===== src/rtl/core/cbpf_pkg.sv =====
`timescale 1ns / 1ps

package cbpf_pkg;

    // field and register widths
    localparam int VAL_W   = 16;
    localparam int ROW_W   = 6;
    localparam int COL_W   = 6;
    localparam int SIDE_W  = 7;
    localparam int SCALE_W = 24;
    localparam int PIX_W   = 8;

    // smallest cell side and largest side the column field can address
    localparam int SIDE_MIN = 2;
    localparam int COL_LIMIT = 1 << COL_W;
    localparam int SIDE_REG_MAX = (1 << SIDE_W) - 1;

    // register reset values
    localparam logic [SIDE_W-1:0]  SIDE_RESET  = 7'd8;
    localparam logic [SCALE_W-1:0] SCALE_RESET = 24'd65536;

    // edge value scaled by height: h * v, below 2^23
    localparam int LN_W  = SIDE_W + VAL_W;
    localparam int LNS_W = LN_W + 1;
    // pixel numerator scaled by height and width
    localparam int PN_W  = LN_W + COL_W;
    localparam int ACC_W = PN_W + 1;
    // denominator h * w
    localparam int DEN_W = SIDE_W + COL_W;

    // split of the scale multiply into two partial products
    localparam int PN_LO_W = 15;
    localparam int PN_HI_W = PN_W - PN_LO_W;
    localparam int PPL_W   = SCALE_W + PN_LO_W;
    localparam int PPH_W   = SCALE_W + PN_HI_W;
    localparam int NUM_W   = SCALE_W + PN_W;

    // fraction bits of the Q8.16 scale
    localparam int FRAC_W = 16;
    localparam int MDEN_W = DEN_W + FRAC_W;

    // quotient bits and saturation point
    localparam int Q_W = 8;
    localparam logic [PIX_W-1:0] GRAY_OFFSET = 8'd4;
    localparam logic [PIX_W-1:0] PIX_MAX = 8'd255;
    localparam logic [Q_W-1:0] SAT_Q = 8'd252;
    localparam int THR_W = MDEN_W + Q_W;

    // configuration register indexes
    typedef enum logic [1:0] {
        CFG_CELL_WIDTH    = 2'd0,
        CFG_CELL_HEIGHT   = 2'd1,
        CFG_GRAY_SCALE    = 2'd2,
        CFG_INTERP_ENABLE = 2'd3
    } t_cfg_reg;

    // one pixel beat from the row generator into the gray pipe
    typedef struct packed {
        logic [PN_W-1:0]    pn;
        logic [SCALE_W-1:0] scale;
        logic [DEN_W-1:0]   den;
        logic [COL_W-1:0]   column;
        logic               last;
    } t_px_beat;

endpackage


===== src/rtl/core/cbpf_gray_pipe.sv =====
`timescale 1ns / 1ps

module cbpf_gray_pipe (
    input  logic                      i_clk,
    input  logic                      i_rst_n,
    input  logic                      i_valid,
    input  cbpf_pkg::t_px_beat        i_beat,
    output logic                      o_ready,
    output logic                      o_valid,
    input  logic                      i_stall,
    output logic [cbpf_pkg::PIX_W-1:0] o_pixel,
    output logic [cbpf_pkg::COL_W-1:0] o_column,
    output logic                      o_last
);

    localparam int PN_LO_W = cbpf_pkg::PN_LO_W;
    localparam int PN_W    = cbpf_pkg::PN_W;
    localparam int PPL_W   = cbpf_pkg::PPL_W;
    localparam int PPH_W   = cbpf_pkg::PPH_W;
    localparam int NUM_W   = cbpf_pkg::NUM_W;
    localparam int MDEN_W  = cbpf_pkg::MDEN_W;
    localparam int THR_W   = cbpf_pkg::THR_W;
    localparam int DEN_W   = cbpf_pkg::DEN_W;
    localparam int COL_W   = cbpf_pkg::COL_W;
    localparam int Q_W     = cbpf_pkg::Q_W;
    localparam int FRAC_W  = cbpf_pkg::FRAC_W;
    localparam int DV_STEPS = Q_W;

    // whole pipe moves together when the output register can take a beat
    logic w_en;
    assign w_en    = !o_valid || !i_stall;
    assign o_ready = w_en;

    // stage 1: partial products of scale times numerator
    logic                r_m1_v;
    logic [PPL_W-1:0]    r_m1_pl;
    logic [PPH_W-1:0]    r_m1_ph;
    logic [DEN_W-1:0]    r_m1_den;
    logic [COL_W-1:0]    r_m1_col;
    logic                r_m1_last;

    // stage 2: full product, shifted divisor and saturation threshold
    logic                r_m2_v;
    logic [NUM_W-1:0]    r_m2_num;
    logic [MDEN_W-1:0]   r_m2_mden;
    logic [THR_W-1:0]    r_m2_thr;
    logic [COL_W-1:0]    r_m2_col;
    logic                r_m2_last;

    // divide stages: entry 0 holds the saturation test, then one quotient bit each
    logic                r_dv_v    [0:DV_STEPS];
    logic [NUM_W-1:0]    r_dv_rem  [0:DV_STEPS];
    logic [MDEN_W-1:0]   r_dv_mden [0:DV_STEPS];
    logic [Q_W-1:0]      r_dv_q    [0:DV_STEPS];
    logic                r_dv_sat  [0:DV_STEPS];
    logic [COL_W-1:0]    r_dv_col  [0:DV_STEPS];
    logic                r_dv_last [0:DV_STEPS];

    // output register
    logic                      r_out_v;
    logic [cbpf_pkg::PIX_W-1:0] r_out_pix;
    logic [COL_W-1:0]          r_out_col;
    logic                      r_out_last;

    // valid bits
    always_ff @(posedge i_clk) begin
        if (!i_rst_n) begin
            r_m1_v     <= 1'b0;
            r_m2_v     <= 1'b0;
            r_dv_v[0]  <= 1'b0;
            r_out_v    <= 1'b0;
        end else if (w_en) begin
            r_m1_v     <= i_valid;
            r_m2_v     <= r_m1_v;
            r_dv_v[0]  <= r_m2_v;
            r_out_v    <= r_dv_v[DV_STEPS];
        end
    end

    // multiply, sum and threshold stages
    always_ff @(posedge i_clk) begin
        if (w_en) begin
            r_m1_pl   <= PPL_W'(i_beat.scale) * PPL_W'(i_beat.pn[PN_LO_W-1:0]);
            r_m1_ph   <= PPH_W'(i_beat.scale) * PPH_W'(i_beat.pn[PN_W-1:PN_LO_W]);
            r_m1_den  <= i_beat.den;
            r_m1_col  <= i_beat.column;
            r_m1_last <= i_beat.last;

            r_m2_num  <= NUM_W'(r_m1_pl) + (NUM_W'(r_m1_ph) << PN_LO_W);
            r_m2_mden <= {r_m1_den, {FRAC_W{1'b0}}};
            r_m2_thr  <= THR_W'({r_m1_den, {FRAC_W{1'b0}}}) * THR_W'(cbpf_pkg::SAT_Q);
            r_m2_col  <= r_m1_col;
            r_m2_last <= r_m1_last;

            r_dv_rem[0]  <= r_m2_num;
            r_dv_mden[0] <= r_m2_mden;
            r_dv_q[0]    <= '0;
            r_dv_sat[0]  <= r_m2_num >= NUM_W'(r_m2_thr);
            r_dv_col[0]  <= r_m2_col;
            r_dv_last[0] <= r_m2_last;
        end
    end

    // restoring divide, most significant quotient bit first
    for (genvar k = 1; k <= DV_STEPS; k++) begin : g_dv
        logic [NUM_W-1:0] w_sub;
        logic             w_take;
        assign w_sub  = NUM_W'(r_dv_mden[k-1]) << (DV_STEPS - k);
        assign w_take = r_dv_rem[k-1] >= w_sub;

        always_ff @(posedge i_clk) begin
            if (!i_rst_n) begin
                r_dv_v[k] <= 1'b0;
            end else if (w_en) begin
                r_dv_v[k] <= r_dv_v[k-1];
            end
        end

        always_ff @(posedge i_clk) begin
            if (w_en) begin
                r_dv_rem[k]  <= w_take ? r_dv_rem[k-1] - w_sub : r_dv_rem[k-1];
                r_dv_q[k]    <= w_take ? r_dv_q[k-1] | (Q_W'(1) << (DV_STEPS - k))
                                       : r_dv_q[k-1];
                r_dv_mden[k] <= r_dv_mden[k-1];
                r_dv_sat[k]  <= r_dv_sat[k-1];
                r_dv_col[k]  <= r_dv_col[k-1];
                r_dv_last[k] <= r_dv_last[k-1];
            end
        end
    end

    // offset and saturate into the gray byte
    always_ff @(posedge i_clk) begin
        if (w_en) begin
            r_out_pix  <= r_dv_sat[DV_STEPS] ? cbpf_pkg::PIX_MAX
                                             : r_dv_q[DV_STEPS] + cbpf_pkg::GRAY_OFFSET;
            r_out_col  <= r_dv_col[DV_STEPS];
            r_out_last <= r_dv_last[DV_STEPS];
        end
    end

    assign o_valid  = r_out_v;
    assign o_pixel  = r_out_pix;
    assign o_column = r_out_col;
    assign o_last   = r_out_last;

    // an unsaturated quotient stays below the saturation point
    a_q_below_sat: assert property (@(posedge i_clk) disable iff (!i_rst_n)
        (r_dv_v[DV_STEPS] && !r_dv_sat[DV_STEPS]) |-> (r_dv_q[DV_STEPS] < cbpf_pkg::SAT_Q))
        else $error("quotient reached saturation point without sat flag");

    // a stalled output freezes the divide tail
    a_tail_frozen: assert property (@(posedge i_clk) disable iff (!i_rst_n)
        (r_out_v && i_stall) |=> ($stable(r_dv_v[DV_STEPS]) && $stable(r_dv_q[DV_STEPS])))
        else $error("divide stage moved while output stalled");

    // a stalled output beat keeps its payload
    a_out_hold: assert property (@(posedge i_clk) disable iff (!i_rst_n)
        (o_valid && i_stall) |=> (o_valid && $stable(o_pixel) && $stable(o_column)
                                  && $stable(o_last)))
        else $error("output beat changed while stalled");

endmodule


===== config.mk =====
export PLATFORM = sky130hd
export DESIGN_NAME = cbpf_gray_pipe
export DESIGN_NICKNAME = d
export VERILOG_FILES = /design/src/rtl/core/cbpf_pkg.sv /design/src/rtl/core/cbpf_gray_pipe.sv
export SDC_FILE = /design/constraint.sdc
export NUM_CORES = 2
export LEC_CHECK = 0
export ABC_CLOCK_PERIOD_IN_PS = 95900
export BUFFER_PORTS_ARGS = -buffer_cell sky130_fd_sc_hd__buf_2
export CAP_MARGIN = 30
export CORE_MARGIN = 2
export CORE_UTILIZATION = 60
export CTS_BUF_LIST = sky130_fd_sc_hd__clkbuf_4 sky130_fd_sc_hd__clkbuf_8 sky130_fd_sc_hd__clkbuf_16
export CTS_CLUSTER_SIZE = 20
export DETAILED_ROUTE_END_ITERATION = 10
export PLACE_DENSITY = 0.82
export SETUP_SLACK_MARGIN = 0.15
export SLEW_MARGIN = 20
export SYNTH_ARGS = -nofsm -noshare
export SYNTH_HDL_FRONTEND = slang
export SYNTH_SLANG_ARGS = --single-unit

===== constraint.sdc =====
create_clock -name i_clk -period 95.9 [get_ports i_clk]
set_input_delay 14.385 -clock i_clk [delete_from_list [all_inputs] [get_ports i_clk]]
set_output_delay 14.385 -clock i_clk [all_outputs]
set_load 0.01 [all_outputs]

# Word level (Yosys, flattened, before mapping)
# Memory sizes are Yosys's and may differ from the RTL's. A register that Yosys moved wholly into a read port is not among the register bits.
# Index checks and enable logic that the tools add are counted.
[op_classes] n_mux=30 n_reduce_logical=4 bitwise_logic=9 n_mul=3 add_sub_neg=10 n_lt_le_gt_ge=9
[ops] operator="$mux W53" count=8
[ops] operator="$add A39 B53 Y53" count=1
[ops] operator="$ge A53 B29 Y1" count=1
[ops] operator="$ge A53 B30 Y1" count=1
[ops] operator="$ge A53 B31 Y1" count=1
[ops] operator="$ge A53 B32 Y1" count=1
[ops] operator="$ge A53 B33 Y1" count=1
[ops] operator="$ge A53 B34 Y1" count=1
[ops] operator="$ge A53 B35 Y1" count=1
[ops] operator="$ge A53 B36 Y1" count=1
[ops] operator="$ge A53 B37 Y1" count=1
[ops] operator="$sub A53 B29 Y53" count=1
[ops] operator="$sub A53 B30 Y53" count=1
[ops] operator="$sub A53 B31 Y53" count=1
[ops] operator="$sub A53 B32 Y53" count=1
[ops] operator="$sub A53 B33 Y53" count=1
[ops] operator="$sub A53 B34 Y53" count=1
[ops] operator="$sub A53 B35 Y53" count=1
[ops] operator="$sub A53 B36 Y53" count=1
[ops] operator="$mul A24 B15 Y39" count=1
[ops] operator="$mul A24 B14 Y38" count=1
[ops] operator="$mul A13 B6 Y19 const B" count=1
[ops] operator="$mux W1" count=15
[ops] operator="$or A1 B1 Y1" count=9
[ops] operator="other kinds (10)" count=12
[word_totals] out_inout_bits=17 wordCells=85 mem_count=7 input_bits=77 mem_bits_rw=891 ff_bits=199
[memory_table] name="r_dv_rem" words=9 width=53 rd=8 rd_ports_with_merged_regs=0 wr=9 line="cbpf_gray_pipe.sv:52" text="logic [NUM_W-1:0] r_dv_rem [0:DV_STEPS];"
[memory_table] name="r_dv_mden" words=9 width=29 rd=8 rd_ports_with_merged_regs=0 wr=9 line="cbpf_gray_pipe.sv:53" text="logic [MDEN_W-1:0] r_dv_mden [0:DV_STEPS];"
[memory_table] name="r_dv_q" words=9 width=8 rd=9 rd_ports_with_merged_regs=0 wr=9 line="cbpf_gray_pipe.sv:54" text="logic [Q_W-1:0] r_dv_q [0:DV_STEPS];"
[memory_table] name="r_dv_col" words=9 width=6 rd=9 rd_ports_with_merged_regs=1 wr=9 line="cbpf_gray_pipe.sv:56" text="logic [COL_W-1:0] r_dv_col [0:DV_STEPS];"
[memory_table] name="r_dv_last" words=9 width=1 rd=9 rd_ports_with_merged_regs=1 wr=9 line="cbpf_gray_pipe.sv:57" text="logic r_dv_last [0:DV_STEPS];"
[memory_table] name="r_dv_sat" words=9 width=1 rd=9 rd_ports_with_merged_regs=0 wr=9 line="cbpf_gray_pipe.sv:55" text="logic r_dv_sat [0:DV_STEPS];"
[memory_table] name="+1 memories"

# Longest topological paths before layout
[logic_depth] depth_word=6 ltp_mapped=24 ltp_nobuf=23

# Worst setup path before layout
# Ideal clock, no wire load.
[synth_timing] path_kind="input port to output port" startpoint="input i_stall" endpoint="output o_ready" required_time_ns=81.515 path_buffers=1 arrival_time_ns=37.287 path_slack_ns=44.228 path_stages=2 cell_sequence="nand2_1 -> clkbuf_1"
[synth_via] elab_chain_cells=2
[synth_rtl] element="start: declaration" line="cbpf_gray_pipe.sv:10" text="input logic i_stall,"
[synth_rtl] element="$logic_not A1 Y1" line="cbpf_gray_pipe.sv:31" text="assign w_en = !o_valid || !i_stall;"
[synth_rtl] element="$logic_or A1 B1 Y1" line="cbpf_gray_pipe.sv:31"
[synth_rtl] element="end: declaration" line="cbpf_gray_pipe.sv:8" text="output logic o_ready,"
# Every way passes these cells.

# Final worst setup path
# Ends and elaborated chain as after synthesis.

==> results.yml <==
synth:
  synth_top_flop_cell: "edfxtp_1"
  syn_area_per_cell_um2: 11.4
  syn_area_um2: 60400
  ys_async_sr_fraction_pct: 0
  synth_edf_count: 847
  syn_nets: 6335
  ys_types: 73
  synth-seq-area-share_pct: 42.2
  ys_ff_latch: 851
  synth_cells: 5290
  ys_warn_count: 0
sta:
  fin_setup_tns_ns: 0
  finClkSkew_ns: 0.0588
  period_share_pct: 30.8
  rsz0062_at_grt: "no"
  hold_viol_final: 0
  fin_crit_ns: 29.53
  fmax_mhz: 33.9
  slew_violations: 0
  worstMarginPinSlew_ns: 1.20
  relSlewSlack_pct: 20.3
  setup_viol: 0
worst_setup_path:
  r2r_slack_ns: 91.68
  setup.worst_path.end_class: "output port"
  arrival_ns: 15.15
  worst-path-max-fanout: 25
  critical_path_class: "in -> out"
  r2r-end: "r_m2_thr[35]"
  ff2ff_path_depth: 13
  required_ns: 81.51
  start_kind: "input pin"
  r2r_start: "r_m1_den[3]"
finish:
  final_util_pct: 64.9
  nNetsFinal: 6368
  design_area_um2: 64900
  syn_to_final_growth_pct: 7.51
  drive_gt1_share_pct: 5.31
cts:
  cts.sinks: 851
  cts_hold_buf: 0
  cts_max_path_buffers: 3
  cts_tree: "built"
  postCtsSetupBuffers: 0
  clk_pin_slew_ns: 0.06
  cts_buffers: 84
  cts-resized-gates: 0
  htree_num_levels: 3
  clk-insertion-delay-late_ns: 0.65
  cts-root-buf: "clkbuf_16"
job:
  maxCapViolations: 0
floorplanning:
  fp.dieH_um: 321
  io_pins: 94
  dieArea_um2: 103000
  num_rows: 116
  core_area_um2: 100000
  initial_utilization_pct: 60.4
  die_w_um: 321
routing:
  drc: 0
  finalWirelength_um: 123000
  drt_iter0_drc: 2870
  drtPass1Iterations: 6
  routed_via_density: 5.73
  wire_per_inst_um: 18.3
  vias: 38311
  antenna_left: 0
global_route:
  grt_max_degree: 216
  grt_pass1_wl_um: 203000
  antenna_found_initial: 6
  overflow: 0
  grt_pass1_vias: 40277
  track_usage_pct: 24.6
place:
  dp_hpwl_um: 91200
  dpl-instance-area_um2: 62000
  port_buffers: 93
  gp_congestion: 0.905
outcome:
  status: "finished clean"
worst_hold_path:
  min_to: "r_dv_last[5]"
  hp-start: "r_dv_last[4]"
  hp-class: "reg -> reg"
  holdPathStages: 0
==> worst max path at each step <==
| stage | endpoint | start | depth (start not counted) | slack [ns] |
|---|---|---|---|---|
| 2_1_floorplan | o_ready | i_stall | 2 | 44.23 |
| 6_report | o_ready | i_stall | 3 | 66.37 |
| 5_1_grt | o_ready | i_stall | 3 | 66.32 |
| 4_1_cts | o_ready | i_stall | 3 | 66.33 |
| 3_3_place_gp | o_ready | i_stall | 3 | 66.35 |
| 3_5_place_dp | o_ready | i_stall | 3 | 66.33 |
==> per-stage QoR <==
step	hold WS (ns)	cells	setup slack (ns)
floorplan	0.400	5290	44.23
global placement	0.401	6526	66.35
detailed placement	0.405	6528	66.33
CTS	0.407	6681	66.33
global route	0.416	6689	66.32
finish	0.412	6691	66.37
==> flip-flops by register name (all words and copies together), names as in the netlist, 8 cells and up <==
| signal | count |
|---|---|
| r_dv_q | 36 |
| r_dv_mden | 104 |
| r_m1_ph | 38 |
| o_pixel | 8 |
| r_m1_pl | 39 |
| r_dv_col | 54 |
| r_m2_mden | 12 |
| r_m2_thr | 19 |
| r_m2_num | 53 |
| r_dv_last | 9 |
| r_m1_den | 13 |
| r_dv_rem | 424 |
| r_dv_sat | 9 |
| r_dv_v | 9 |
==> metal layers <==
layer	vias to the layer above	global-route usage (%)	routed length, um
li1	17733	-	-
met2	1248	44.6	64100
met4	6	9.87	4810
met5	-	0	44
met1	19000	29.5	46900
met3	324	3.63	6690
==> worst max-delay path, stage by stage <==
cell and delay, ns:
buf_2 0.14, nand2_4 0.26, buf_2 0.34
==> kinds of logic after synthesis <==
logic type | share of synthesized area, %
AOI/OAI and AO/OA | 6.13
xor gates and xnor gates | 4.61
adders and majority gates | 27.3
buffers and inverters | 6.15
DFF | 42.2
muxes | 0.365
and+or+nand+nor | 13.2
==> synth_stat cells (all sizes together), types with 16 or more instances <==
library cell / instances / area share [%]
nor4: 81 / 0.84
a21oi: 206 / 1.7
nor2b: 32 / 0.33
and3: 38 / 0.39
o21ai: 103 / 0.85
nor2: 207 / 1.3
nand4: 38 / 0.39
nand2: 536 / 3.3
nand2b: 40 / 0.41
and2: 340 / 3.5
mux2: 16 / 0.30
inv: 819 / 5.1
fa: 587 / 19
edfxtp: 847 / 42
o21bai: 27 / 0.34
clkbuf: 159 / 0.99
nand3: 56 / 0.46
nor3: 69 / 0.60
xor2: 128 / 1.9
a211oi: 17 / 0.21
or3: 28 / 0.31
a21o: 85 / 1.1
or4: 27 / 0.34
ha: 381 / 7.9
o21a: 29 / 0.36
xnor2: 190 / 2.8
==> layout by cell type, fill, tap and decap left out, types with 11 or more instances in the layout <==
master	count
and3_1	38
nor2_1	207
nand3b_1	11
nand2b_1	40
a21boi_0	12
or3_1	26
nand2_1	535
o211ai_1	14
edfxtp_1	847
nand4_1	38
nor4b_1	11
mux2_2	15
a21oi_1	206
buf_2	95
clkbuf_4	15
o21a_1	29
inv_1	818
nand4b_1	11
o31ai_1	14
clkinv_2	12
and2_1	340
nor3_1	67
or2_2	14
xnor2_1	190
nor2b_1	32
a211oi_1	17
o21ai_0	102
nand3_1	56
fa_1	587
or4_1	26
a21o_1	85
o21bai_1	27
clkbuf_16	86
xor2_1	128
nor4_1	81
clkinv_1	21
ha_1	381
a31oi_1	15
==> final cells by class <==
type                            instances  area, um^2
Inverter                              819        3070
Clock buffer                          101        2260
Multi-Input combinational cell       3454       31200
Timing Repair Buffer                  113         724
Tap cell                             1298        1620
Sequential cell                       851       25500
Clock inverter                         52         552
Fill cell                            7246       35100
Antenna cell                            3        7.51
Power is left out: the tool's default activity adds up to more than one toggle a clock period on the data nets, which glitch-free logic cannot reach.
